`src/rtl/response_pattern_likelihood_unit_defines.svh`:
```
// Assertion macros for the response pattern likelihood unit.
// Included by the top level; no other dependencies.
`ifndef RESPONSE_PATTERN_LIKELIHOOD_UNIT_DEFINES_SVH
`define RESPONSE_PATTERN_LIKELIHOOD_UNIT_DEFINES_SVH

`ifndef SYNTHESIS
`define RPL_ASSERT_IMPL(lbl, clk, rst_n, ante, cons) \
	lbl: assert property (@(posedge clk) disable iff (!rst_n) (ante) |-> (cons)) \
		else $error("assertion failed");
`define RPL_ASSERT_NEXT(lbl, clk, rst_n, ante, cons) \
	lbl: assert property (@(posedge clk) disable iff (!rst_n) (ante) |=> (cons)) \
		else $error("assertion failed");
`else
`define RPL_ASSERT_IMPL(lbl, clk, rst_n, ante, cons)
`define RPL_ASSERT_NEXT(lbl, clk, rst_n, ante, cons)
`endif

`endif

```
`src/rtl/rpl_pkg.sv`:
```
// Shared types and constants of the response pattern likelihood unit.
// No dependencies.
package rpl_pkg;

	localparam int TAG_W = 6;

	localparam logic [31:0] ONE_BITS  = 32'h3F80_0000;
	localparam logic [31:0] QNAN_BITS = 32'hFFC0_0000;

	localparam logic CMD_LOAD = 1'b0;
	localparam logic CMD_RESP = 1'b1;

	typedef struct packed {
		logic             valid;
		logic [TAG_W-1:0] tag;
		logic [31:0]      prod;
	} rpl_elem_t;

	typedef enum logic [1:0] {
		ST_IDLE,
		ST_UPDATE,
		ST_EMIT,
		ST_CLEAR
	} rpl_state_t;

endpackage

```
`src/rtl/rpl_cell.sv`:
```
// One cell of the node ring: holds one node's running product.
// Uses rpl_pkg.
module rpl_cell #(
	parameter int INDEX = 0
) (
	input  logic              clk,
	input  logic              arst_n,
	input  rpl_pkg::rpl_elem_t d,
	output rpl_pkg::rpl_elem_t q
);
	import rpl_pkg::*;

	always_ff @(posedge clk or negedge arst_n) begin
		if (!arst_n) begin
			q.valid <= 1'b1;
			q.tag   <= TAG_W'(INDEX);
			q.prod  <= ONE_BITS;
		end else begin
			q <= d;
		end
	end

endmodule

```
`config.mk`:
```
export PLATFORM = sky130hd
export DESIGN_NAME = rpl_cell
export DESIGN_NICKNAME = d
export VERILOG_FILES = /design/src/rtl/response_pattern_likelihood_unit_defines.svh /design/src/rtl/rpl_pkg.sv /design/src/rtl/rpl_cell.sv
export SDC_FILE = /design/constraint.sdc
export NUM_CORES = 1
export LEC_CHECK = 0
export BUFFER_PORTS_ARGS = -buffer_cell sky130_fd_sc_hd__clkbuf_2
export CAP_MARGIN = 20
export CORE_MARGIN = 3
export CORE_UTILIZATION = 39
export CTS_BUF_LIST = sky130_fd_sc_hd__clkbuf_8 sky130_fd_sc_hd__clkbuf_16
export CTS_CLUSTER_DIAMETER = 120
export CTS_CLUSTER_SIZE = 24
export DETAILED_ROUTE_END_ITERATION = 12
export PLACE_DENSITY = 0.88
export SYNTH_ARGS = -nofsm -noshare
export SYNTH_HDL_FRONTEND = slang
export SYNTH_SLANG_ARGS = --single-unit
```
`constraint.sdc`:
```
create_clock -name clk -period 1.03 [get_ports clk]
set_input_delay 0.1545 -clock clk [delete_from_list [all_inputs] [get_ports clk]]
set_output_delay 0.1545 -clock clk [all_outputs]
set_load 0.01 [all_outputs]
```
-- After elaboration in Yosys (flattened, before gate mapping)
Index checks and enable logic that the tools add are counted.
- output and inout port bits: 39
- word-level logic and storage cells: 3
- register bits: 39
- input port bits: 41

-- Depth between registers and ports, before layout
Gate-level depths: netlist (run 1).
- depth after elaboration: 0
- gate-level depth with buffers: 0

-- Worst setup path after synthesis (run 1)
Ideal clock, no wire load.
- kind: register to output
- start point: reg q[23] in the netlist's numbering
- end point: out q[23] in the netlist's numbering
- cell stages (with the launch flop): 1
- arrival time: 520 ps
- path slack: 356 ps
- required time: 876 ps
- cell sequence: dfstp_2
- RTL lines (what ; line ; RTL):
    start: declaration ; rpl_cell.sv:9 ; output rpl_pkg::rpl_elem_t q
No word-level cell between the ends.

-- Final worst setup path (run 1)
- start point: reg q[38] in the netlist's numbering
- end point: out q[38] in the netlist's numbering
No word-level cell between the ends.

==> flow_summary.toml, run 1 <==
[outcome]
status = "finished with violations"
violations = "negative setup slack"

[finish]
reg_top3 = "q (39)"
n_fill_cell = 111
regArea_um2 = 985.9
fin_util = 0.8627
drive_above_1_share = 0.5714
multiInputGateArea_um2 = 0
multi_input_comb_cells = 0
instances_no_fill = 196
n_antenna_cell = 0
finalNetCount = 208
areaGrowthSynthToFinish_pct = 101.0
largest_reg_flops = 39
largest_register = "q"

[drt]
vias = 866
drt_iter0_drc = 13
viasPerCell = 4.418
postRouteAntennaNets = 0
wire_per_inst_um = 18.70
wl_um = 3666
drtPass1Iterations = 2
drcViolationCount = 0

[floorplan]
coreArea_um2 = 2297
ios = 80
die_h_um = 56.28
dieArea_um2 = 3167
start_util = 0.4292
die_width_um = 56.28
placementRows = 17

[yosys]
syn-cell-area_um2 = 985.9
ys_top_cells_by_area = "dfrtp_1 (79%), dfstp_2 (21%)"
synth-async-reset-ratio = 1.000
synth.avg_cell_area_um2 = 25.28
syn_inst = 39
syn-num-nets = 80
ys.flop_type = "dfrtp_1"
synth_area_leader_cell = "dfrtp_1"
ys_seq_area_frac = 1.000
synth_seq_cells = 39
synth_commonest_cells = "dfrtp_1 (31), dfstp_2 (8)"
synth.distinct_cells = 2
synth_edf_count = 0
synth_top_area_share = 0.7868
yosysMostFrequentCell = "dfrtp_1"
yosys_warnings = 0

[power_and_ir_drop]
ir_worst_vdd_v = 0.001553
leakagePower_nw = 1.021
powerDensity_nw_per_um2 = 1595

[setup_path]
worst_path_max_delay_cell = "dfstp_2"
crit_buf_inv = 1
start_kind = "flip-flop"
crit_chain = "buf_6"
crit_path_max_incr_delay_ns = 0.54
cp_max_fo = 1
crit_family = "flip-flops"
crit_path_end_kind = "output pin"
cp.arrival_ns = 0.93
crit_required_ns = 0.88
path_class = "reg -> out"

[sta]
worstMarginPinSlew_ns = 0.2864
drv_slew = 0
maxSlewHeadroom = 0.8091
min_period_over_period = 1.049
finalWorstSetupSlack_ns = -0.05058
finalCriticalPeriod_ns = 1.081
hold_ws_ns = 0.3635
fmax_ghz = 0.9254
setup_viol = 8
rsz0062_at_grt = "yes"
hold_viol_final = 0

[clock_tree]
cts_tree = "done"
clk_pin_slew_ns = 0.07
post-cts-setup-buffers = 0
cts_made_buffers = 5
cts_max_level = 2
cts.path.max_buffers = 2
cts_root_buffer = "clkbuf_8"
cts_num_sinks = 39

[global_route]
antenna_found_initial = 0
overflow = 0
grt_max_degree = 23
grt_pass1_wl_um = 5658
grtUsageTotal = 0.2580
grt_pass1_vias = 1058

[place]
place_ws_ns = 0.2455
place.gp.congestion = 0.6532
numPortBuffers = 79
dp_cells = 148
dp_hpwl_um = 1738

[flow_run]
drv_cap = 0

[hold_path]
holdCritPathClass = "in -> async"
## layout make-up
type	count	share of cell area
Tap cell	28	0.01768
Clock inverter	1	0.001894
Timing Repair Buffer	121	0.4343
Sequential cell	39	0.4975
Clock buffer	7	0.04861
## timing repair
action                                 4_1_cts  5_1_grt
cloned                                       0        0
hold buffers                                40        0
endpoints found under the hold margin       70        0
setup endpoints to repair                    8        8
resized for setup                            0       16
## cells in the final DEF, fill, tap and decap left out
master / Yosys / layout
buf_4: 0 / 2
buf_6: 0 / 8
clkbuf_2: 0 / 71
clkbuf_8: 0 / 7
dfrtp_1: 31 / 31
dfstp_2: 8 / 8
dlygate4sd3_1: 0 / 40
inv_1: 0 / 1
## cells by family (layout without fill, tap and decap cells)
family,Yosys count,after routing,share of synthesized area
buf+inv,0,129,0
flops,39,39,1.000
## layer usage
metal / global-route usage / part of all wire / vias to the layer above
li1: - / - / 372
met4: 0.1492 / 0.050 / 0
met3: 0.1172 / 0.086 / 16
met5: 0 / 0 / -
met1: 0.2649 / 0.31 / 420
met2: 0.4307 / 0.55 / 58
## power breakdown
part	leakage (nW)	switching, mW	internal (mW)	total [mW]
Combinational	0.520	0.163	0.226	0.389
Clock	0.0557	0.519	0.601	1.12
Sequential	0.445	0.0318	1.62	1.65
## stage by stage
stage	cell area [um^2]	TNS, ns	power (mW)
2_1_floorplan	985.9	0	1.714
3_5_place_dp	1431	0	1.905
5_1_grt	1982	-0.5422	3.303
6_report	1982	-0.3138	3.162
4_1_cts	1932	-0.4174	3.090
3_3_place_gp	1431	0	1.891
## final timing paths
check | from | to | cells after the start
worst max-delay path | q[38] | q[38] | 1
worst min-delay path | arst_n | q[13] | 3
max in group asynchronous | arst_n | q[29] | 3
min in group clk | d[28] | q[28] | 2
(Power assumes the default switching activity.)
==> run 2: changes to the inputs <==
==> constraint.sdc (replaced) <==
create_clock -name clk -period 1.03 [get_ports clk]
set_input_delay 0.0515 -clock clk [delete_from_list [all_inputs] [get_ports clk]]
set_output_delay 0.0515 -clock clk [all_outputs]
set_load 0.01 [all_outputs]
==> flow_summary.toml, run 2 (synthesized netlist as in run 1, its figures left out) <==
[global_route]
antenna_found_initial = 0
overflow = 0
grt_max_degree = 23
grt_pass1_vias = 1058
grtUsageTotal = 0.2580
grt_pass1_wl_um = 5658

[drt]
wire_per_inst_um = 18.42
viasPerCell = 4.398
drt_iter0_drc = 13
dr_wl_met3_um = 312
postRouteAntennaNets = 0
met1_length_um = 1141
vias = 862
drcViolationCount = 0
drtPass1Iterations = 2
wl_um = 3610
top_layer_used = "met4"
routed-wl-met2_um = 1970

[clock_tree]
cts_num_sinks = 39
cts_max_level = 2
cts.path.max_buffers = 2
post-cts-setup-buffers = 0
cts_made_buffers = 5
cts_root_buffer = "clkbuf_8"
cts_tree = "done"
clk_pin_slew_ns = 0.07

[finish]
largest_reg_flops = 39
areaGrowthSynthToFinish_pct = 95.94
drive_above_1_share = 0.5714
n_antenna_cell = 0
largest_register = "q"
finalNetCount = 208
multi_input_comb_cells = 0
layout_common_cells = "clkbuf_2 (78), dlygate4sd3_1 (40), dfrtp_1 (31)"
multiInputGateArea_um2 = 0
reg_top3 = "q (39)"
layout_commonest_cell = "clkbuf_2"

[power_and_ir_drop]
finalPower_mw = 3.137
p_sw_frac = 0.2256
combPwrFrac = 0.118
power_switching_mw = 0.7077
powerDensity_nw_per_um2 = 1624
ir_worst_vdd_v = 0.001549
seqPwrFrac = 0.525
p_clk_frac = 0.357
internal_power_mw = 2.430
leakagePower_nw = 1.006

[setup_path]
startpoint = "q[29]"
worst_path_max_delay_cell = "dfstp_2"
path_class = "reg -> out"
start_kind = "flip-flop"
cp_max_fo = 1
cp.arrival_ns = 0.94
crit_required_ns = 0.98
crit_path_max_incr_delay_ns = 0.53
crit_buf_inv = 1
setup.worst_path.end = "q[29]"
critical_path_cell_count = 1
crit_chain = "clkbuf_2"
crit_family = "flip-flops"
crit_path_end_kind = "output pin"

[floorplan]
coreArea_um2 = 2297
die_width_um = 56.28
start_util = 0.4292
dieArea_um2 = 3167
ios = 80
placementRows = 17
die_h_um = 56.28

[sta]
min_period_over_period = 0.9618
fmax_ghz = 1.009
maxSlewHeadroom = 0.8084
drv_slew = 0
setup_viol = 0
rsz0062_at_grt = "no"
finalCriticalPeriod_ns = 0.9907
hold_viol_final = 0
setup_tns_ns = 0
worstMarginPinSlew_ns = 0.2874

[hold_path]
holdCritPathClass = "in -> async"

[outcome]
status = "completed"

[flow_run]
drv_cap = 0

[place]
place.gp.congestion = 0.6532
dp_hpwl_um = 1738
numPortBuffers = 79
run 2: cell count changes in the layout (fill, tap and decap cells not counted):
cell      previous run  this run
clkbuf_2            71        78
buf_2                0         1
buf_6                8         0
run 2: final cells by class:
class	count	area [um^2]
clock inverter	1	3.754
fill	119	365.4
clock buffer	7	96.34
tap	28	35.03
sequential	39	985.9
timing repair buffer	121	810.8
run 2: per-layer routing:
layer / global-route usage / vias to the layer above
met4: 0.1492 / 0
met3: 0.1172 / 16
met5: 0 / -
met2: 0.4307 / 58
met1: 0.2649 / 416
li1: - / 372
run 2: timing repair:
action                     in CTS  in global routing
gates resized for setup         0                  1
hold buffers                   40                  0
hold endpoints to repair       74                  0
setup endpoints to repair       0                  1
run 2: how the worst min path moves through the flow:
stage | from | end | slack (ns)
floorplan | arst_n | q[0] | -0.24
global placement | arst_n | q[20] | 0.02
detailed placement | arst_n | q[15] | 0.03
CTS | arst_n | q[20] | 0.28
global route | arst_n | q[13] | 0.28
finish | arst_n | q[13] | 0.26
run 2: power groups by stage:
stage	Sequential, mW	Combinational, mW	Clock (mW)
floorplan	1.71	0	0
global placement	1.67	0.225	0
detailed placement	1.67	0.233	0
CTS	1.64	0.354	1.09
global route	1.66	0.398	1.23
finish	1.65	0.370	1.12
run 2: per-stage QoR:
| step | setup slack [ns] | area, um^2 | util | hold slack [ns] | std cells |
|---|---|---|---|---|---|
| global placement | 0.3660 | 1431 | 0.6231 | 0.01804 | 148 |
| CTS | 0.03865 | 1932 | 0.8410 | 0.2754 | 196 |
| finish | 0.03934 | 1932 | 0.8410 | 0.2611 | 196 |
| detailed placement | 0.3485 | 1431 | 0.6231 | 0.03059 | 148 |
| global route | 0.004651 | 1932 | 0.8410 | 0.2786 | 196 |
| floorplan | 0.4589 | 985.9 | - | -0.2441 | 39 |
==> run 3: changes to the inputs <==
==> constraint.sdc (replaced) <==
create_clock -name clk -period 1.03 [get_ports clk]
set_input_delay 0.206 -clock clk [delete_from_list [all_inputs] [get_ports clk]]
set_output_delay 0.206 -clock clk [all_outputs]
set_load 0.01 [all_outputs]
==> flow_summary.toml, run 3 (synthesized netlist as in run 1, its figures left out) <==
[outcome]
status = "finished with violations"
violations = "negative setup slack"

[clock_tree]
cts_num_sinks = 39
cts.path.max_buffers = 2
clk_pin_slew_ns = 0.07
cts_max_level = 2
post-cts-setup-buffers = 0
cts_made_buffers = 5
cts_tree = "done"
cts_root_buffer = "clkbuf_8"

[finish]
areaGrowthSynthToFinish_pct = 68.53
reg_top3 = "q (39)"
drive_above_1_share = 0.7059
largest_register = "q"
instances_no_fill = 164
n_fill_cell = 169
n_antenna_cell = 0
multi_input_comb_cells = 0
layout_common_cells = "clkbuf_2 (70), dfrtp_1 (31), dlygate4sd3_1 (8), buf_6 (8), dfstp_2 (8)"
regArea_um2 = 985.9
multiInputGateArea_um2 = 0
finalNetCount = 176
layout_commonest_cell = "clkbuf_2"
largest_reg_flops = 39

[floorplan]
placementRows = 17
coreArea_um2 = 2297
die_width_um = 56.28
ios = 80
dieArea_um2 = 3167
die_h_um = 56.28
start_util = 0.4292

[setup_path]
crit_required_ns = 0.82
critical_path_cell_count = 1
path_class = "reg -> out"
crit_chain = "buf_6"
start_kind = "flip-flop"
crit_path_end_kind = "output pin"
crit_family = "flip-flops"
crit_buf_inv = 1
cp.arrival_ns = 0.91
crit_path_max_incr_delay_ns = 0.54
worst_path_max_delay_cell = "dfstp_2"
cp_max_fo = 1

[sta]
min_period_over_period = 1.085
finalCriticalPeriod_ns = 1.117
drv_slew = 0
hold_ws_ns = 0.02336
setup_viol = 8
finalWorstSetupSlack_ns = -0.08710
worstMarginPinSlew_ns = 0.2680
fmax_ghz = 0.8952
hold_viol_final = 0
maxSlewHeadroom = 0.8213
rsz0062_at_grt = "yes"

[global_route]
grtUsageTotal = 0.1532
overflow = 0
grt_max_degree = 23
grt_pass1_wl_um = 3484
grt_pass1_vias = 773
antenna_found_initial = 0

[drt]
drcViolationCount = 0
wl_um = 2289
viasPerCell = 4.159
drt_iter0_drc = 3
drtPass1Iterations = 2
postRouteAntennaNets = 0
wire_per_inst_um = 13.96
vias = 682

[place]
place_ws_ns = 0.1940
dp_cells = 148
dp_hpwl_um = 1738
numPortBuffers = 79
place.gp.congestion = 0.6532

[power_and_ir_drop]
ir_worst_vdd_v = 0.001397
powerDensity_nw_per_um2 = 1790
leakagePower_nw = 0.8871

[hold_path]
min_path_cells = 1
holdCritPathClass = "in -> reg"

[flow_run]
drv_cap = 0
run 3: cell count changes in the layout (fill, tap and decap cells not counted):
cell,previous run,this run
buf_6,0,8
clkbuf_2,78,70
dlygate4sd3_1,40,8
run 3: final cells by class:
| type | instances | share of cell area |
|---|---|---|
| Clock buffer | 7 | 0.05798 |
| Clock inverter | 1 | 0.002259 |
| Sequential cell | 39 | 0.5934 |
| Tap cell | 28 | 0.02108 |
| Timing Repair Buffer | 89 | 0.3253 |
run 3: what timing repair did:
action,in CTS,in global routing
pin swaps,0,0
endpoints found under the hold margin,36,2
endpoints found under the setup margin,8,9
hold buffers,6,2
resized for setup,0,17
gates cloned,0,0
run 3: worst paths after layout:
kind | start | slack, ns | to
setup / recovery | q[24] | -0.09 | q[24]
hold / removal | d[29] | 0.02 | q[29]
max in group asynchronous | arst_n | 0.31 | q[28]
min in group asynchronous | arst_n | 0.43 | q[12]
run 3: where the power goes:
part / internal [mW] / switching, mW
clock: 0.600 / 0.455
combinational: 0.147 / 0.126
sequential: 1.62 / 0.0250
total: 2.37 / 0.606
run 3: routing by layer:
| layer | GRT usage | routed length (um) |
|---|---|---|
| met1 | 0.1317 | 630 |
| met2 | 0.2771 | 1375 |
| met3 | 0.1103 | 284 |
| met4 | 0.04068 | 0 |
| met5 | 0 | 0 |
run 3: metrics by stage:
step	util	area [um^2]	total power, mW	TNS (ns)
after detailed placement	0.6231	1431	1.905	0
final	0.7233	1662	2.975	-0.5812
after floorplan	-	985.9	1.714	0
after global routing	0.7233	1662	3.122	-0.8987
after global placement	0.6231	1431	1.891	0
after CTS	0.6928	1592	2.989	-0.8294
