**src/rtl/response_pattern_likelihood_unit_defines.svh**
```systemverilog
// Assertion macros for the response pattern likelihood unit.
// Included by the top level; no other dependencies.
`ifndef RESPONSE_PATTERN_LIKELIHOOD_UNIT_DEFINES_SVH
`define RESPONSE_PATTERN_LIKELIHOOD_UNIT_DEFINES_SVH

`ifndef SYNTHESIS
`define RPL_ASSERT_IMPL(lbl, clk, rst_n, ante, cons) \
	lbl: assert property (@(posedge clk) disable iff (!rst_n) (ante) |-> (cons)) \
		else $error("assertion failed");
`define RPL_ASSERT_NEXT(lbl, clk, rst_n, ante, cons) \
	lbl: assert property (@(posedge clk) disable iff (!rst_n) (ante) |=> (cons)) \
		else $error("assertion failed");
`else
`define RPL_ASSERT_IMPL(lbl, clk, rst_n, ante, cons)
`define RPL_ASSERT_NEXT(lbl, clk, rst_n, ante, cons)
`endif

`endif

```
**src/rtl/rpl_pkg.sv**
```systemverilog
// Shared types and constants of the response pattern likelihood unit.
// No dependencies.
package rpl_pkg;

	localparam int TAG_W = 6;

	localparam logic [31:0] ONE_BITS  = 32'h3F80_0000;
	localparam logic [31:0] QNAN_BITS = 32'hFFC0_0000;

	localparam logic CMD_LOAD = 1'b0;
	localparam logic CMD_RESP = 1'b1;

	typedef struct packed {
		logic             valid;
		logic [TAG_W-1:0] tag;
		logic [31:0]      prod;
	} rpl_elem_t;

	typedef enum logic [1:0] {
		ST_IDLE,
		ST_UPDATE,
		ST_EMIT,
		ST_CLEAR
	} rpl_state_t;

endpackage

```
**src/rtl/rpl_fmul.sv**
```systemverilog
// Single precision multiply, round to nearest even, subnormals kept.
// Uses rpl_pkg.
module rpl_fmul (
	input  logic [31:0] a,
	input  logic [31:0] b,
	output logic [31:0] y
);
	import rpl_pkg::*;

	function automatic logic [5:0] lzc48(input logic [47:0] v);
		logic [5:0] n;
		n = 6'd48;
		for (int i = 0; i < 48; i++) begin
			if (v[i]) n = 6'(47 - i);
		end
		return n;
	endfunction

	always_comb begin
		logic        a_nan, b_nan, a_inf, b_inf, a_zero, b_zero, sy;
		logic [23:0] ma, mb;
		logic [9:0]  ea, eb;
		logic [47:0] p, pn, psh;
		logic [5:0]  lz;
		logic signed [11:0] e;
		logic [6:0]  shamt;
		logic        lost, g, st, up;
		logic [23:0] keep;
		logic [31:0] pk;

		a_nan  = (a[30:23] == 8'hFF) && (a[22:0] != 23'd0);
		b_nan  = (b[30:23] == 8'hFF) && (b[22:0] != 23'd0);
		a_inf  = (a[30:23] == 8'hFF) && (a[22:0] == 23'd0);
		b_inf  = (b[30:23] == 8'hFF) && (b[22:0] == 23'd0);
		a_zero = (a[30:0] == 31'd0);
		b_zero = (b[30:0] == 31'd0);
		sy     = a[31] ^ b[31];
		ma     = {a[30:23] != 8'd0, a[22:0]};
		mb     = {b[30:23] != 8'd0, b[22:0]};
		ea     = (a[30:23] == 8'd0) ? 10'd1 : {2'b00, a[30:23]};
		eb     = (b[30:23] == 8'd0) ? 10'd1 : {2'b00, b[30:23]};
		p      = ma * mb;
		lz     = lzc48(p);
		pn     = p << lz;
		e      = 12'(ea) + 12'(eb) - 12'sd126 - 12'(lz);
		// tiny result: denormalise with sticky
		if (e < 12'sd1) begin
			shamt = (e < -12'sd48) ? 7'd49 : 7'(12'sd1 - e);
			e     = 12'sd1;
		end else begin
			shamt = 7'd0;
		end
		if (shamt >= 7'd48) begin
			psh  = 48'd0;
			lost = |pn;
		end else begin
			psh  = pn >> shamt;
			lost = |(pn << (7'd48 - shamt));
		end
		keep = psh[47:24];
		g    = psh[23];
		st   = (|psh[22:0]) | lost;
		up   = g & (st | keep[0]);
		pk   = {1'b0, 8'(e - 12'sd1), 23'd0} + {8'd0, keep} + {31'd0, up};

		if (a_nan) begin
			y = a | 32'h0040_0000;
		end else if (b_nan) begin
			y = b | 32'h0040_0000;
		end else if ((a_inf && b_zero) || (a_zero && b_inf)) begin
			y = QNAN_BITS;
		end else if (a_inf || b_inf) begin
			y = {sy, 8'hFF, 23'd0};
		end else if (a_zero || b_zero) begin
			y = {sy, 31'd0};
		end else if (e >= 12'sd255 || pk >= 32'h7F80_0000) begin
			y = {sy, 8'hFF, 23'd0};
		end else begin
			y = {sy, pk[30:0]};
		end
	end

endmodule

```
**config.mk**
```make
export PLATFORM = sky130hd
export DESIGN_NAME = rpl_fmul
export DESIGN_NICKNAME = d
export VERILOG_FILES = /design/src/rtl/response_pattern_likelihood_unit_defines.svh /design/src/rtl/rpl_pkg.sv /design/src/rtl/rpl_fmul.sv
export SDC_FILE = /design/constraint.sdc
export NUM_CORES = 2
export LEC_CHECK = 0
export BUFFER_PORTS_ARGS = -buffer_cell sky130_fd_sc_hd__buf_2
export CORE_MARGIN = 2
export CORE_UTILIZATION = 60
export DETAILED_ROUTE_END_ITERATION = 8
export MAX_ROUTING_LAYER = met4
export PLACE_DENSITY_LB_ADDON = 0.25
export SLEW_MARGIN = 10
export SYNTH_ARGS = -nofsm -noshare
export SYNTH_HDL_FRONTEND = slang
export SYNTH_SLANG_ARGS = --single-unit
```
**constraint.sdc**
```tcl
create_clock -name vclk -period 50.5
set_input_delay 10.1 -clock vclk [all_inputs]
set_output_delay 10.1 -clock vclk [all_outputs]
set_load 0.02 [all_outputs]
```
# [Word level (Yosys, flattened, before mapping)]
# Cells that the tools add are included.
[totals] reg_bits=0 out_inout_bits=32 elab_cells=107
[op_classes] addsub=8 n_mul=1 order_cmp=5 eq_ne=2 shift=3 n_mux=61 bitwise=4 reduce_logical=23
[op_table] operator="6-bit two-way mux" n=45
[op_table] operator="32-bit two-way mux" n=3
[op_table] operator="48-bit OR reduction" n=2
[op_table] operator="31-bit two-way mux" n=3
[op_table] operator="31-bit zero test" n=2
[op_table] operator="24-bit by 24-bit multiplier with 48-bit output" n=1
[op_table] operator="48-bit two-way mux" n=1
[op_table] operator="48-bit by 6-bit << shifter with 48-bit output" n=1
[op_table] operator="48-bit by 7-bit << shifter with 48-bit output" n=1
[op_table] operator="48-bit by 7-bit >> shifter with 48-bit output" n=1
[op_table] operator="23-bit zero test" n=2
[op_table] operator="23-bit nonzero test" n=2
[op_table] operator="31-bit by 24-bit adder with 32-bit output" n=1
[op_table] operator="32-bit by 1-bit adder with 32-bit output" n=1
[op_table] operator="32-bit by 31-bit greater-or-equal comparator with 1-bit output, second input constant" n=1
[op_table] operator="23-bit OR reduction" n=1
[op_table] operator="8-bit == test, second input constant" n=2
[op_table] operator="8-bit zero test" n=2
[op_table] operator="8-bit two-way mux" n=2
[op_table] operator="8-bit nonzero test" n=2
[op_table] operator="5-bit two-way mux" n=3
[op_table] operator="7-bit two-way mux" n=2
[op_table] operator="12-bit by 9-bit greater-or-equal comparator with 1-bit output, second input constant" n=1
[op_table] operator="12-bit two-way mux" n=1
[op_table] operator="other kinds (15)" n=24

# [Longest topological paths before layout]
[logic_depth] ltp_word=70 mapped_depth=67

# [Least setup slack after synthesis]
# OpenSTA, ideal clock, no wires.
[synth_timing] kind="input-to-output" startpoint="input port a[23]" endpoint="output port y[10]" t_arrival_ps=24485 slack_ps=15915 stages=63 n_path_buf=15 path_cell_list="nor4_1 > nand2_1 > clkbuf_1 > and2_1 > fa_1 > inv_1 > fa_1 > fa_1 > fa_1 > fa_1 > fa_1 > fa_1 > inv_1 > ha_1 > o21a_1 > a2111oi_4 > nor2_1 > buf_2 > [27 not listed] > or2_2 > clkbuf_1 > clkbuf_1 > buf_1 > buf_1 > clkbuf_1 > and2_1 > nand2_1 > a21oi_1 > ha_1 > nand4_1 > o41ai_4 > o31ai_1 > and3_1 > o2111ai_2 > nand2_4 > buf_6 > o21ai_1"
[synth_via] elab_chain_cells=47 word_cells_on_any_way=72 cone_classes="8 x add/sub; 1 x mul; 5 x order compare; 1 x eq/ne; 3 x shift; 37 x mux; 3 x bitwise; 14 x reduce/logical"
[synth_rtl] item="from (decl)" line_no="rpl_fmul.sv:4" source="input logic [31:0] a,"
[synth_rtl] item="8-bit nonzero test" line_no="rpl_fmul.sv:38" source="ma = {a[30:23] != 8'd0, a[22:0]};"
[synth_rtl] item="24-bit by 24-bit multiplier with 48-bit output" line_no="rpl_fmul.sv:42" source="p = ma * mb;"
[synth_rtl] item="6-bit two-way mux (25 in a row)" line_no="rpl_fmul.sv:14" source="if (v[i]) n = 6'(47 - i);"
[synth_rtl] item="10-bit by 7-bit subtractor with 11-bit output" line_no="rpl_fmul.sv:45" source="e = 12'(ea) + 12'(eb) - 12'sd126 - 12'(lz);"
[synth_rtl] item="11-bit by 7-bit < comparator with 1-bit output / 2-bit by 7-bit subtractor with 7-bit output (equally long branches)" line_no="rpl_fmul.sv:48" source="shamt = (e < -12'sd48) ? 7'd49 : 7'(12'sd1 - e);"
[synth_rtl] item="7-bit two-way mux" line_no="rpl_fmul.sv:48"
[synth_rtl] item="7-bit two-way mux" line_no="rpl_fmul.sv:47" source="if (e < 12'sd1) begin"
[synth_rtl] item="6-bit by 7-bit subtractor with 7-bit output" line_no="rpl_fmul.sv:58" source="lost = |(pn << (7'd48 - shamt));"
[synth_rtl] item="[7 not listed]"
[synth_rtl] item="32-bit by 31-bit greater-or-equal comparator with 1-bit output" line_no="rpl_fmul.sv:76" source="end else if (e >= 12'sd255 || pk >= 32'h7F80_0000) begin"
[synth_rtl] item="1-bit logical OR" line_no="rpl_fmul.sv:76"
[synth_rtl] item="31-bit two-way mux" line_no="rpl_fmul.sv:76"
[synth_rtl] item="31-bit two-way mux" line_no="rpl_fmul.sv:74" source="end else if (a_zero || b_zero) begin"
[synth_rtl] item="31-bit two-way mux" line_no="rpl_fmul.sv:72" source="end else if (a_inf || b_inf) begin"
[synth_rtl] item="32-bit two-way mux" line_no="rpl_fmul.sv:70" source="end else if ((a_inf && b_zero) || (a_zero && b_inf)) begin"
[synth_rtl] item="32-bit two-way mux" line_no="rpl_fmul.sv:68" source="end else if (b_nan) begin"
[synth_rtl] item="32-bit two-way mux *" line_no="rpl_fmul.sv:66" source="if (a_nan) begin"
[synth_rtl] item="to (decl)" line_no="rpl_fmul.sv:6" source="output logic [31:0] y"
# Every way passes the cells marked *; elsewhere a longest branch is shown, timed or not.

# [Final worst setup path]
[layout_timing] startpoint="input port b[27]" endpoint="output port y[0]"
[layout_via] elab_chain_cells=47 word_cells_on_any_way=72 cone_classes="8 x add/sub; 1 x mul; 5 x order compare; 1 x eq/ne; 3 x shift; 37 x mux; 3 x bitwise; 14 x reduce/logical"
[layout_rtl] item="from (decl)" line_no="rpl_fmul.sv:5" source="input logic [31:0] b,"
[layout_rtl] item="8-bit nonzero test" line_no="rpl_fmul.sv:39" source="mb = {b[30:23] != 8'd0, b[22:0]};"
[layout_rtl] item="24-bit by 24-bit multiplier with 48-bit output" line_no="rpl_fmul.sv:42"
[layout_rtl] item="6-bit two-way mux (25 in a row)" line_no="rpl_fmul.sv:14"
[layout_rtl] item="10-bit by 7-bit subtractor with 11-bit output" line_no="rpl_fmul.sv:45"
[layout_rtl] item="11-bit by 7-bit < comparator with 1-bit output / 2-bit by 7-bit subtractor with 7-bit output (equally long branches)" line_no="rpl_fmul.sv:48"
[layout_rtl] item="7-bit two-way mux" line_no="rpl_fmul.sv:48"
[layout_rtl] item="7-bit two-way mux" line_no="rpl_fmul.sv:47"
[layout_rtl] item="6-bit by 7-bit subtractor with 7-bit output" line_no="rpl_fmul.sv:58"
[layout_rtl] item="[7 not listed]"
[layout_rtl] item="32-bit by 31-bit greater-or-equal comparator with 1-bit output" line_no="rpl_fmul.sv:76"
[layout_rtl] item="1-bit logical OR" line_no="rpl_fmul.sv:76"
[layout_rtl] item="31-bit two-way mux" line_no="rpl_fmul.sv:76"
[layout_rtl] item="31-bit two-way mux" line_no="rpl_fmul.sv:74"
[layout_rtl] item="31-bit two-way mux" line_no="rpl_fmul.sv:72"
[layout_rtl] item="32-bit two-way mux" line_no="rpl_fmul.sv:70"
[layout_rtl] item="32-bit two-way mux *" line_no="rpl_fmul.sv:68"
[layout_rtl] item="32-bit two-way mux *" line_no="rpl_fmul.sv:66"
# Marks and branches as above.

==> impl_summary.log <==
INFO  metric failed_checks = DRC
INFO  metric outcome = complete, but fails checks
INFO  metric holdBufCountCts = 0
INFO  metric grt_first_pass_wirelength = ~220 mm
INFO  metric n_fill_cell = 5033
INFO  metric ys.warnings.count = 0
INFO  metric num_sequential = 0
INFO  metric critical_path.slowest_cell = or2_2
INFO  metric drv_cap = 0
INFO  metric layout_commonest_cell = inv_1
INFO  metric worst_setup_path_end_kind = output port
INFO  metric synth.yosys.seq_area_share = 0%
INFO  metric dp_hpwl = between 100 and 150 mm
INFO  metric nClkBuffers = 0
INFO  metric worstPathMaxFanout = 46
INFO  metric timing.fmax = approximately 26 MHz
INFO  metric leading_post_synthesis_cells_by_cell_area = fa_1 28%, and2_1 9.6%, ha_1 7.3%, inv_1 6.4%, nand2_1 4.5%
INFO  metric worstHoldStart = b[31]
INFO  metric routed-via-count = ~36000
INFO  metric post_cts_buffers = 0
INFO  metric die_h = approximately 240 µm
INFO  metric fin_nets = 5171
INFO  metric detailedRoute.firstIterationViolations = 4996
INFO  metric final-setup-viol-count = 0
INFO  metric initial_core_util = 60.84%
INFO  metric mappedNetlistArea = 34370 µm²
INFO  metric route.detailed.drc = 2
INFO  metric port-buffer-count = 96
INFO  metric critical-path-max-stage-delay = a little under 800 ps
INFO  metric layout.cells.most_common_list = 585 x inv_1, 530 x and2_1, 484 x fa_1, 412 x nand2_1, 248 x nor2_1
INFO  metric synth_cell_types = around 130
INFO  metric gp_routability_congestion = around 1.1
INFO  metric placeableCoreArea = approximately 56000 µm²
INFO  metric grt-ovfl-total = 0
INFO  metric num_rows = 87
INFO  metric timing_worst_setup_path_type = in -> out
INFO  metric multiInputGateArea = 30890 µm²
INFO  metric hold_path_class = in -> out
INFO  metric finalMaxSlewViolations = 0
INFO  metric critical_path.startpoint_type = input port
INFO  metric slew-limit-headroom = under 10%
INFO  metric layout_min_cycle_time = just under 40000 ps
INFO  metric drt_pass1_iterations = 9
INFO  metric timing.critical_path.required = 40400 ps
INFO  metric route.antenna.remaining_nets = 0
INFO  metric syn_inst = between 4000 and 5000
INFO  metric critPathArrivalTime = 29050 ps
INFO  metric routed_wirelength = 141.7 mm
INFO  metric postSynthNetCount = between 5000 and 6000
INFO  metric worstHoldEndpoint = y[31]
INFO  metric worst-slew-pin-transition = between 1000 and 1500 ps
INFO  metric post_cts_resized = 0
INFO  metric number_of_antenna_violations_at_the_first_check_in_global_routing = 4
INFO  metric floorplan.die_area = 59220 µm²
INFO  metric finalHoldViolCount = 0
INFO  metric routedWlPerCell = around 27 µm
INFO  metric die-width = between 200 and 250 µm
INFO  metric synth_largest_type_area_fraction = roughly 28%
INFO  metric share_of_the_clock_period_used_by_the_worst_path = 77.53%
INFO  metric vias_per_cell = approximately 7.0
INFO  metric io_pins = 96
INFO  metric layout-drive-gt1-share = 7.308%
INFO  metric synth_top_cell_by_area = fa_1
INFO  metric ff_latch_area = 0 µm²
INFO  metric rsz0062_at_grt = false
INFO  metric track_usage = slightly below 50%
INFO  metric first_global_vias = approximately 36000
INFO  metric area_overhead_vs_synth = 1.893%
INFO  metric synthesis.area_per_instance = 7.536 µm²
INFO  metric holdPathStages = 4
INFO  metric critical-path-top-cell-by-count = fa_1
INFO  metric largest_net_degree_at_the_start_of_global_routing = 64
INFO  metric setup_tns = 0 ps
## metal layers
layer,routed length [µm],track usage (%)
met1,52240,60.04
met2,60850,72.26
met3,18100,11.76
met4,10490,27.72
met5,0,-
## cell usage after synthesis (16+ instances only)
cell	n
a211o_1	26
a211oi_1	70
a21o_1	34
a21oi_1	195
a221oi_1	37
a22oi_1	75
a31oi_1	43
and2_1	530
and3_1	30
buf_2	43
clkbuf_1	222
fa_1	484
ha_1	201
inv_1	585
mux2i_1	26
nand2_1	412
nand2b_1	19
nand3_1	130
nand4_1	47
nor2_1	252
nor3_1	107
nor4_1	45
o2111ai_1	19
o211a_1	16
o211ai_1	82
o21a_1	30
o21ai_0	146
o21ai_1	51
o22ai_1	47
o31ai_1	21
o32ai_1	16
or2_2	21
or3_1	20
xnor2_1	60
xor2_1	32
## final cells by class
| type | instances | area share (%) |
|---|---|---|
| Multi-Input combinational cell | 3670 | 88.20 |
| Tap cell | 756 | 2.701 |
| Antenna cell | 3 | 0.02144 |
| Timing Repair Buffer | 160 | 2.744 |
| Inverter | 590 | 6.331 |
## kinds of logic (layout without fill, tap and decap cells)
family	Yosys count	after routing	synth area share [%]
and+or+nand+nor	1707	1707	26.19
AOI/OAI and AO/OA	1143	1143	24.31
buffers and inverters	891	750	10.28
adders and majority gates	685	685	35.51
xor gates and xnor gates	92	92	2.344
muxes	43	43	1.380
other	0	3	0
## through the flow
step / util (%) / cells / setup slack [ps] / instance area, µm² / hold slack [ps]
2_1_floorplan: - / 4561 / 15910 / 34370 / 20400
5_1_grt: 61.99 / 5178 / 10440 / 35020 / 20600
4_1_cts: 61.98 / 5176 / 11930 / 35010 / 20570
3_5_place_dp: 61.98 / 5176 / 11950 / 35010 / 20570
6_report: 61.99 / 5179 / 11350 / 35020 / 20590
3_3_place_gp: 61.98 / 5176 / 12470 / 35010 / 20550
## worst max-delay path, delay by kind of cell
kind                       cells  cell delay [ps]
adders and majority gates     10             4820
muxes                          2              970
and+or+nand+nor               23             8950
AOI/OAI and AO/OA             11             2690
xor gates and xnor gates       1              230
buffers and inverters          6             1200
## worst max path at each step
stage / from / to / slack (ps) / cells after the start
2_1_floorplan: a[23] / y[10] / 15910 / 63
3_3_place_gp: b[27] / y[0] / 12470 / 53
3_5_place_dp: b[27] / y[0] / 11950 / 53
4_1_cts: b[27] / y[0] / 11930 / 53
5_1_grt: b[27] / y[0] / 10440 / 53
6_report: b[27] / y[0] / 11350 / 53
