<file path="src/rtl/response_pattern_likelihood_unit_defines.svh">
// Assertion macros for the response pattern likelihood unit.
// Included by the top level; no other dependencies.
`ifndef RESPONSE_PATTERN_LIKELIHOOD_UNIT_DEFINES_SVH
`define RESPONSE_PATTERN_LIKELIHOOD_UNIT_DEFINES_SVH

`ifndef SYNTHESIS
`define RPL_ASSERT_IMPL(lbl, clk, rst_n, ante, cons) \
	lbl: assert property (@(posedge clk) disable iff (!rst_n) (ante) |-> (cons)) \
		else $error("assertion failed");
`define RPL_ASSERT_NEXT(lbl, clk, rst_n, ante, cons) \
	lbl: assert property (@(posedge clk) disable iff (!rst_n) (ante) |=> (cons)) \
		else $error("assertion failed");
`else
`define RPL_ASSERT_IMPL(lbl, clk, rst_n, ante, cons)
`define RPL_ASSERT_NEXT(lbl, clk, rst_n, ante, cons)
`endif

`endif

</file>
<file path="src/rtl/rpl_pkg.sv">
// Shared types and constants of the response pattern likelihood unit.
// No dependencies.
package rpl_pkg;

	localparam int TAG_W = 6;

	localparam logic [31:0] ONE_BITS  = 32'h3F80_0000;
	localparam logic [31:0] QNAN_BITS = 32'hFFC0_0000;

	localparam logic CMD_LOAD = 1'b0;
	localparam logic CMD_RESP = 1'b1;

	typedef struct packed {
		logic             valid;
		logic [TAG_W-1:0] tag;
		logic [31:0]      prod;
	} rpl_elem_t;

	typedef enum logic [1:0] {
		ST_IDLE,
		ST_UPDATE,
		ST_EMIT,
		ST_CLEAR
	} rpl_state_t;

endpackage

</file>
<file path="src/rtl/rpl_fadd.sv">
// Single precision add, round to nearest even, subnormals kept.
// Uses rpl_pkg.
module rpl_fadd (
	input  logic [31:0] a,
	input  logic [31:0] b,
	output logic [31:0] y
);
	import rpl_pkg::*;

	function automatic logic [4:0] lzc27(input logic [26:0] v);
		logic [4:0] n;
		n = 5'd27;
		for (int i = 0; i < 27; i++) begin
			if (v[i]) n = 5'(26 - i);
		end
		return n;
	endfunction

	always_comb begin
		logic        a_nan, b_nan, a_inf, b_inf;
		logic [31:0] l, s;
		logic [8:0]  el, es, e, d, shl;
		logic [26:0] ml, ms, mss, m;
		logic [27:0] sum;
		logic [4:0]  lz;
		logic        g, st, up;
		logic [23:0] keep;
		logic [31:0] pk;

		a_nan = (a[30:23] == 8'hFF) && (a[22:0] != 23'd0);
		b_nan = (b[30:23] == 8'hFF) && (b[22:0] != 23'd0);
		a_inf = (a[30:23] == 8'hFF) && (a[22:0] == 23'd0);
		b_inf = (b[30:23] == 8'hFF) && (b[22:0] == 23'd0);
		if (a[30:0] < b[30:0]) begin
			l = b;
			s = a;
		end else begin
			l = a;
			s = b;
		end
		el = (l[30:23] == 8'd0) ? 9'd1 : {1'b0, l[30:23]};
		es = (s[30:23] == 8'd0) ? 9'd1 : {1'b0, s[30:23]};
		ml = {l[30:23] != 8'd0, l[22:0], 3'b000};
		ms = {s[30:23] != 8'd0, s[22:0], 3'b000};
		d  = el - es;
		if (d >= 9'd27) begin
			mss = {26'd0, |ms};
		end else begin
			mss = (ms >> d) | {26'd0, |(ms << (9'd27 - d))};
		end
		if (l[31] == s[31]) begin
			sum = {1'b0, ml} + {1'b0, mss};
		end else begin
			sum = {1'b0, ml} - {1'b0, mss};
		end
		lz = lzc27(sum[26:0]);
		if (sum[27]) begin
			m   = {sum[27:2], sum[1] | sum[0]};
			e   = el + 9'd1;
			shl = 9'd0;
		end else begin
			shl = (9'(lz) < el - 9'd1) ? 9'(lz) : el - 9'd1;
			m   = sum[26:0] << shl;
			e   = el - shl;
		end
		keep = m[26:3];
		g    = m[2];
		st   = |m[1:0];
		up   = g & (st | keep[0]);
		pk   = {1'b0, 8'(e - 9'd1), 23'd0} + {8'd0, keep} + {31'd0, up};

		if (a_nan) begin
			y = a | 32'h0040_0000;
		end else if (b_nan) begin
			y = b | 32'h0040_0000;
		end else if (a_inf && b_inf && (a[31] != b[31])) begin
			y = QNAN_BITS;
		end else if (a_inf) begin
			y = a;
		end else if (b_inf) begin
			y = b;
		end else if (sum == 28'd0) begin
			// exact cancellation or two zeros
			y = {a[31] & b[31], 31'd0};
		end else if (e >= 9'd255 || pk >= 32'h7F80_0000) begin
			y = {l[31], 8'hFF, 23'd0};
		end else begin
			y = {l[31], pk[30:0]};
		end
	end

endmodule

</file>
<file path="config.mk">
export PLATFORM = sky130hd
export DESIGN_NAME = rpl_fadd
export DESIGN_NICKNAME = d
export VERILOG_FILES = /design/src/rtl/response_pattern_likelihood_unit_defines.svh /design/src/rtl/rpl_pkg.sv /design/src/rtl/rpl_fadd.sv
export SDC_FILE = /design/constraint.sdc
export NUM_CORES = 1
export LEC_CHECK = 0
export ABC_CLOCK_PERIOD_IN_PS = 19640
export BUFFER_PORTS_ARGS = -buffer_cell sky130_fd_sc_hd__buf_2
export CAP_MARGIN = 20
export CORE_MARGIN = 2
export CORE_UTILIZATION = 35
export DETAILED_ROUTE_END_ITERATION = 8
export PLACE_DENSITY = 0.61
export SLEW_MARGIN = 10
export SYNTH_ARGS = -nofsm -noshare
export SYNTH_HDL_FRONTEND = slang
export SYNTH_SLANG_ARGS = --single-unit
</file>
<file path="constraint.sdc">
create_clock -name vclk -period 19.64
set_input_delay 0.982 -clock vclk [all_inputs]
set_output_delay 0.982 -clock vclk [all_outputs]
set_load 0.05 [all_outputs]
</file>
# Yosys cells after proc, flatten, opt, wreduce, memory -nomap -nowiden
# Index checks and enable logic that the tools add are counted.
# totals
ff_bits,0
latch_bits,0
ramBits,0
romBits,0
inputBits,64
output_inout_bits,32
elab_cells,89
memories,0
# classes
addsub,10
multipliers,0
n_div,0
magnitude_cmp,5
eq_ne,4
shifts,3
n_mux,43
bitwise,5
reduce_logical,19
# ops
operator,count
$mux W32,8
$mux W5,26
$mux W27,2
$shl A27 B9 Y27,2
$logic_not A23 Y1,2
$reduce_bool A23 Y1,2
$add A31 B24 Y32,1
$add A32 B1 Y32,1
$ge A32 B31 Y1 const B,1
$lt A31 B31 Y1,1
$mux W31,1
$add A27 B27 Y28,1
$logic_not A28 Y1,1
$mux W28,1
$sub A27 B27 Y28,1
$or A27 B1 Y27,1
$reduce_or A27 Y1,1
$shr A27 B9 Y27,1
$reduce_or A24 Y1,1
$mux W9,2
$eq A8 B8 Y1 const B,2
$logic_not A8 Y1,2
$mux W8,2
$reduce_bool A8 Y1,2
other kinds (17),24

# Longest topological paths before layout
# Gate-level depths: netlist (run 1).
# depth
word_depth,56
mapped_depth,87
depth_no_buf,76

# Worst setup path before layout (run 1)
# No wires, ideal clock.
# synth_timing
path_type,input to output
startpoint,input b[25]
endpoint,output y[28]
arrival_time_ns,17.517
t_required_ns,18.658
slack_ns,1.141
stages,81
path_buffers,14
cell_sequence,buf_4 -> inv_1 -> ha_1 -> nand2_1 -> nor3_2 -> o2111ai_1 -> clkbuf_1 -> o21ai_1 -> buf_2 -> buf_2 -> buf_1 -> nor2_1 -> a21oi_1 -> nand2_1 -> or3_1 -> nor2_1 -> inv_1 -> nand2_1 -> [45 not listed] -> buf_4 -> buf_4 -> ha_1 -> nand2_1 -> inv_1 -> ha_1 -> a21oi_1 -> a41oi_1 -> or2_2 -> a221oi_1 -> xnor2_1 -> nand3_1 -> or3_1 -> o31a_1 -> buf_2 -> inv_1 -> nor2_1 -> o21ai_0
# synth_between
elab_chain_len,56
word_cells_on_any_way,80
cone_classes,add/sub: 10; order compare: 5; eq/ne: 2; shift: 3; mux: 43; bitwise: 4; reduce/logical: 13
# synth_lines
item,line_no,rtl
from (decl),rpl_fadd.sv:5,"input logic [31:0] b,"
branches (longest 54 deep; another with $lt A31 B31 Y1),-,
$mux W32 (*),rpl_fadd.sv:74,end else if (b_nan) begin
$mux W32 (*),rpl_fadd.sv:72,if (a_nan) begin
to (decl),rpl_fadd.sv:6,output logic [31:0] y
# Every way passes the cells marked *.

# Worst setup path in the final report (run 1)
# layout_timing
startpoint,input b[1]
endpoint,output y[25]
# The elaborated chain is that of the path after synthesis.

==> flow_summary.yaml, run 1 <==
status:
  run_status: "completed"
critical_path:
  cp-end-kind: "primary output"
  critPathMaxFanout: 44
  worst_ep_arrival_time_ns: 17.73
  slowest_delay_ns: 0.55
  cp_slowest_cell: "o41ai_1"
  crit_type: "in -> out"
  startpoint_type: "input pin"
  cp-startpoint: "b[1]"
  crit_top_cell: "nor2_1"
  critical_path_required_ns: 18.66
floorplan:
  num_rows: 73
  dieWidth_um: 206
  die_h_um: 206
  start_util_pct: 35.6
  coreArea_um2: 40000
  dieArea_um2: 42400
  io_pins: 96
global_routing:
  gr-usage-all-layers_pct: 34.9
  grt_pass1_vias: 17295
  grt_pass1_wl_um: 113000
  antenna_found_initial: 3
  grt-ovfl-total: 0
  grt_start_max_net_pins: 60
synthesis:
  syn_area_um2: 14300
  synthTopCellsByArea: "ha_1 9.3%, nand2_1 6.0%, a21oi_1 5.6%"
  syn_avg_cell_area_um2: 6.59
  netlist_instances: 2164
  yosysTopAreaCell: "ha_1"
  yosysUniqueCellTypes: 131
  synth_nets: 2337
  yosysTopAreaCellShare_pct: 9.30
  yosysSeqAreaShare_pct: 0
  yosysWarnings: 0
power:
  ir_worst_vdd_v: 0.000130
  swShare_pct: 69.3
  comb_power_share_pct: 100.0
  p_leak_nw: 6.42
  powerDensity_nw_per_um2: 93.9
  internal_power_mw: 0.448
  clock_power_share_pct: 0
  seqPwrFrac_pct: 0
  p_switching_mw: 1.01
routing:
  totalWireLength_um: 76200
  vias: 18786
  drtPass1Iterations: 7
  drc: 0
  post_drt_wl_per_cell_um: 27.8
  ant_nets: 0
  viasPerCell: 6.85
  drt_iter0_markers: 2615
min_path:
  hold_path.class: "in -> out"
  min-delay-start: "b[31]"
run:
  drv_cap: 0
timing:
  post-route-period-util_pct: 95.3
  slew_headroom_pct: 18.3
  period_needed_ns: 18.71
  hold_violations: 0
  worst_slew_pin_slew_ns: 1.21
  slew_viol_final: 0
  finalSetupTns_ns: 0
  fmax_ghz: 0.0534
  setup_viol: 0
  grt_setup_unrepaired: "false"
layout:
  fin_cells: 2744
  clock_buffers: 0
  seq_cells: 0
  area_delta_synth_final_pct: 8.98
  drive_gt1_share_pct: 15.0
  fillers: 4400
  nNetsFinal: 2390
  regArea_um2: 0
place:
  portBuffers: 96
  gp_congestion: 1.08
  hpwl_um: 61700
  dpl.cell_count: 2734
clock_tree:
  cts_hold_buf: 0
==> final timing paths <==
kind | endpoint | cells after the start | slack (ns)
setup / recovery | y[25] | 72 | 0.93
hold / removal | y[31] | 4 | 2.57
==> logic make-up after synthesis <==
kind of cell | count (synthesis) | share of synthesized area, %
compound gates | 786 | 40.1
fa+ha+maj | 111 | 9.87
buf+inv | 266 | 7.99
mux | 89 | 7.94
xor+xnor | 63 | 4.15
simple gates | 849 | 30.0
==> placed cells by master (no fill, tap or decap), types with 18 or more instances in the layout <==
| cell | n |
|---|---|
| nor2_1 | 198 |
| a21oi_1 | 159 |
| and2_1 | 21 |
| mux4_2 | 18 |
| o21ai_0 | 134 |
| nand3_1 | 87 |
| or3_1 | 24 |
| nand2_1 | 228 |
| buf_4 | 88 |
| a21o_1 | 35 |
| buf_2 | 98 |
| a31oi_1 | 26 |
| nor3_1 | 81 |
| nand4_1 | 36 |
| inv_1 | 120 |
| ha_1 | 105 |
| o211ai_1 | 27 |
| a211o_1 | 21 |
| xor2_1 | 19 |
| nor4_1 | 29 |
| nand2b_1 | 21 |
| xnor2_1 | 40 |
| mux2i_1 | 58 |
| a22oi_1 | 25 |
| o31ai_1 | 18 |
| a221oi_1 | 20 |
| and3_1 | 20 |
| o21ai_1 | 28 |
| a211oi_1 | 48 |
==> what timing repair did <==
action                     CTS  global route
setup endpoints to repair    0            31
resized for setup            0            12
hold endpoints to repair     0             0
buffers inserted             0             4
==> per-stage QoR <==
stage	setup slack (ns)	power (mW)	util [%]	cell area [um2]	hold slack (ns)
3_5_place_dp	0.647	1.39	38.6	15400	2.56
6_report	0.930	1.46	38.8	15500	2.57
3_3_place_gp	1.03	1.40	38.6	15400	2.57
4_1_cts	0.551	1.40	38.6	15400	2.56
2_1_floorplan	1.14	0.968	-	14300	2.24
5_1_grt	0.0140	1.53	38.8	15500	2.57
==> layout make-up <==
| cell class | count | area, um2 | share of cell area [%] |
|---|---|---|---|
| Antenna cell | 4 | 10.0 | 0.0644 |
| Timing Repair Buffer | 189 | 1200 | 7.74 |
| Multi-Input combinational cell | 1898 | 13200 | 84.8 |
| Inverter | 128 | 485 | 3.13 |
| Tap cell | 525 | 657 | 4.23 |
==> worst max-delay path, delay by kind of cell <==
kind,cells,cell delay (ns)
simple gates,22,4.20
xor+xnor,3,0.59
compound gates,29,7.58
mux,1,0.34
buf+inv,11,1.83
fa+ha+maj,6,2.18
==> routing by layer <==
layer | vias to the layer above | wire length, um | global-route usage [%]
met2 | 1300 | 30800 | 50.8
li1 | 8367 | - | -
met5 | - | 14 | 0
met3 | 184 | 9550 | 8.11
met4 | 2 | 2930 | 11.0
met1 | 8933 | 32900 | 50.1
==> synth_stat cells (all sizes together) (12+ instances only) <==
library cell and count:
a211o 21, a211oi 58, a21o 35, a21oi 164
a221oi 23, a22oi 25, a31oi 29, and2 23
and3 21, buf 59, clkbuf 79, ha 106
inv 124, mux2 13, mux2i 58, mux4 18
nand2 230, nand2b 21, nand3 89, nand4 36
nor2 203, nor2b 17, nor3 87, nor4 34
o2111ai 12, o211ai 28, o21a 15, o21ai 167
o21bai 13, o221ai 13, o22ai 15, o31ai 24
or2 19, or3 24, xnor2 42, xor2 20
==> power by group through the flow <==
stage | Sequential [mW] | Clock (mW) | Combinational (mW)
5_1_grt | 0 | 0 | 1.53
2_1_floorplan | 0 | 0 | 0.968
3_3_place_gp | 0 | 0 | 1.40
3_5_place_dp | 0 | 0 | 1.39
4_1_cts | 0 | 0 | 1.40
6_report | 0 | 0.0000000156 | 1.46
No activity file was read; power rests on OpenSTA's default activity.
==> run 2, diff against run 1 <==
--- a/config.mk
+++ b/config.mk
@@ -11,7 +11,6 @@
 export CORE_MARGIN = 2
 export CORE_UTILIZATION = 35
 export DETAILED_ROUTE_END_ITERATION = 8
-export PLACE_DENSITY = 0.61
 export SLEW_MARGIN = 10
 export SYNTH_ARGS = -nofsm -noshare
 export SYNTH_HDL_FRONTEND = slang
==> run 2 against run 1 <==
Effect of this change:
- sequential share of layout area unchanged
- worst hold slack got worse by 0.074 ns
- combinational power hardly changed
- count of clock-buffer cells in the layout did not move
- die area unchanged
- total power is 1.8% higher
- global-route usage grew 1.4 points
- cell area grew 0.74%
- utilization grew 0.29 points
- maximum frequency is 0.30% lower
- via count rose by 0.75%
- largest cell class unchanged
==> flow_summary.yaml, run 2 (synthesis results as in run 1) <==
status:
  run_status: "completed"
routing:
  totalWireLength_um: 79500
  drt_iter0_markers: 2812
  vias: 18927
  drtPass1Iterations: 6
  post_drt_wl_per_cell_um: 28.9
  drc: 0
  ant_nets: 0
  viasPerCell: 6.87
critical_path:
  critPathMaxFanout: 23
  crit_type: "in -> out"
  crit_top_cell: "ha_1"
  critical_path_required_ns: 18.66
  crit_family: "compound AO/OA/AOI/OAI gates"
  cp-end-kind: "primary output"
  worst_ep_arrival_time_ns: 17.79
  crit_buf_inv: 11
  slowest_delay_ns: 0.51
  cp_slowest_cell: "fa_1"
  startpoint_type: "input pin"
power:
  clock_power_share_pct: 0
  comb_power_share_pct: 100.0
  p_leak_nw: 6.48
  internal_power_mw: 0.455
  ir_worst_vdd_v: 0.000157
  p_switching_mw: 1.03
  seqPwrFrac_pct: 0
  swShare_pct: 69.3
  powerDensity_nw_per_um2: 94.8
timing:
  setup_viol: 0
  holdWs_ns: 2.49
  grt_setup_unrepaired: "false"
  post-route-period-util_pct: 95.6
  worst_slew_pin_slew_ns: 1.12
  finalSetupTns_ns: 0
  hold_violations: 0
  slew_viol_final: 0
  period_needed_ns: 18.77
  slew_headroom_pct: 24.4
  worst_slack_ns: 0.872
  fmax_ghz: 0.0533
floorplan:
  coreArea_um2: 40000
  die_h_um: 206
  num_rows: 73
  dieArea_um2: 42400
  io_pins: 96
  start_util_pct: 35.6
  dieWidth_um: 206
global_routing:
  antenna_found_initial: 3
  grt-ovfl-total: 0
  grt_pass1_wl_um: 116000
  gr-usage-all-layers_pct: 36.2
  grt_pass1_vias: 17486
  grt_start_max_net_pins: 74
clock_tree:
  cts_hold_buf: 0
layout:
  layout_commonest_cell: "nand2_1"
  nNetsFinal: 2401
  regArea_um2: 0
  mostFrequentLayoutCells: "228 x nand2_1, 198 x nor2_1, 159 x a21oi_1, 131 x o21ai_0, 120 x inv_1"
  fillers: 4362
  seq_cells: 0
  fin_cells: 2755
  drive_gt1_share_pct: 15.5
  final_area_um2: 15700
  clock_buffers: 0
  area_delta_synth_final_pct: 9.79
place:
  gp_congestion: 1.05
  pre_cts_slack_ns: 0.247
  dpl.cell_count: 2743
  portBuffers: 96
  dpl-instance-area_um2: 15500
  hpwl_um: 63800
min_path:
  hold_path.class: "in -> out"
run:
  drv_cap: 0
[run 2: stage by stage]
stage	power (mW)	utilization, %
2_1_floorplan	0.968	-
3_3_place_gp	1.43	38.8
3_5_place_dp	1.42	38.8
4_1_cts	1.43	38.8
5_1_grt	1.56	39.1
6_report	1.48	39.1
[run 2: path summary, 6_finish.rpt]
kind | start | end | cells after the start
min | b[31] | y[31] | 4
max | b[8] | y[3] | 75
[run 2: layout make-up]
cell class	instances	area (um2)	area share [%]
antenna	4	10.0	0.0640
inverter	128	483	3.09
multi-input combinational	1898	13200	84.3
tap	525	657	4.20
timing repair buffer	200	1300	8.31
[run 2: timing repair]
item | CTS | global route
setup endpoints to repair | 0 | 31
gates resized for setup | 0 | 15
setup buffers | 0 | 5
[run 2: metal layers]
metal | global-route usage [%] | vias to the layer above | wire length [um]
li1 | - | 8394 | -
met1 | 51.4 | 9017 | 34200
met2 | 52.3 | 1318 | 31900
met3 | 9.42 | 198 | 9950
met4 | 12.9 | 0 | 3510
met5 | 0 | - | 0
[run 2: power by group through the flow]
stage | clock [mW] | sequential [mW] | combinational, mW
6_report | 0.000000000658 | 0 | 1.48
5_1_grt | 0 | 0 | 1.56
3_3_place_gp | 0 | 0 | 1.43
2_1_floorplan | 0 | 0 | 0.968
4_1_cts | 0 | 0 | 1.43
3_5_place_dp | 0 | 0 | 1.42
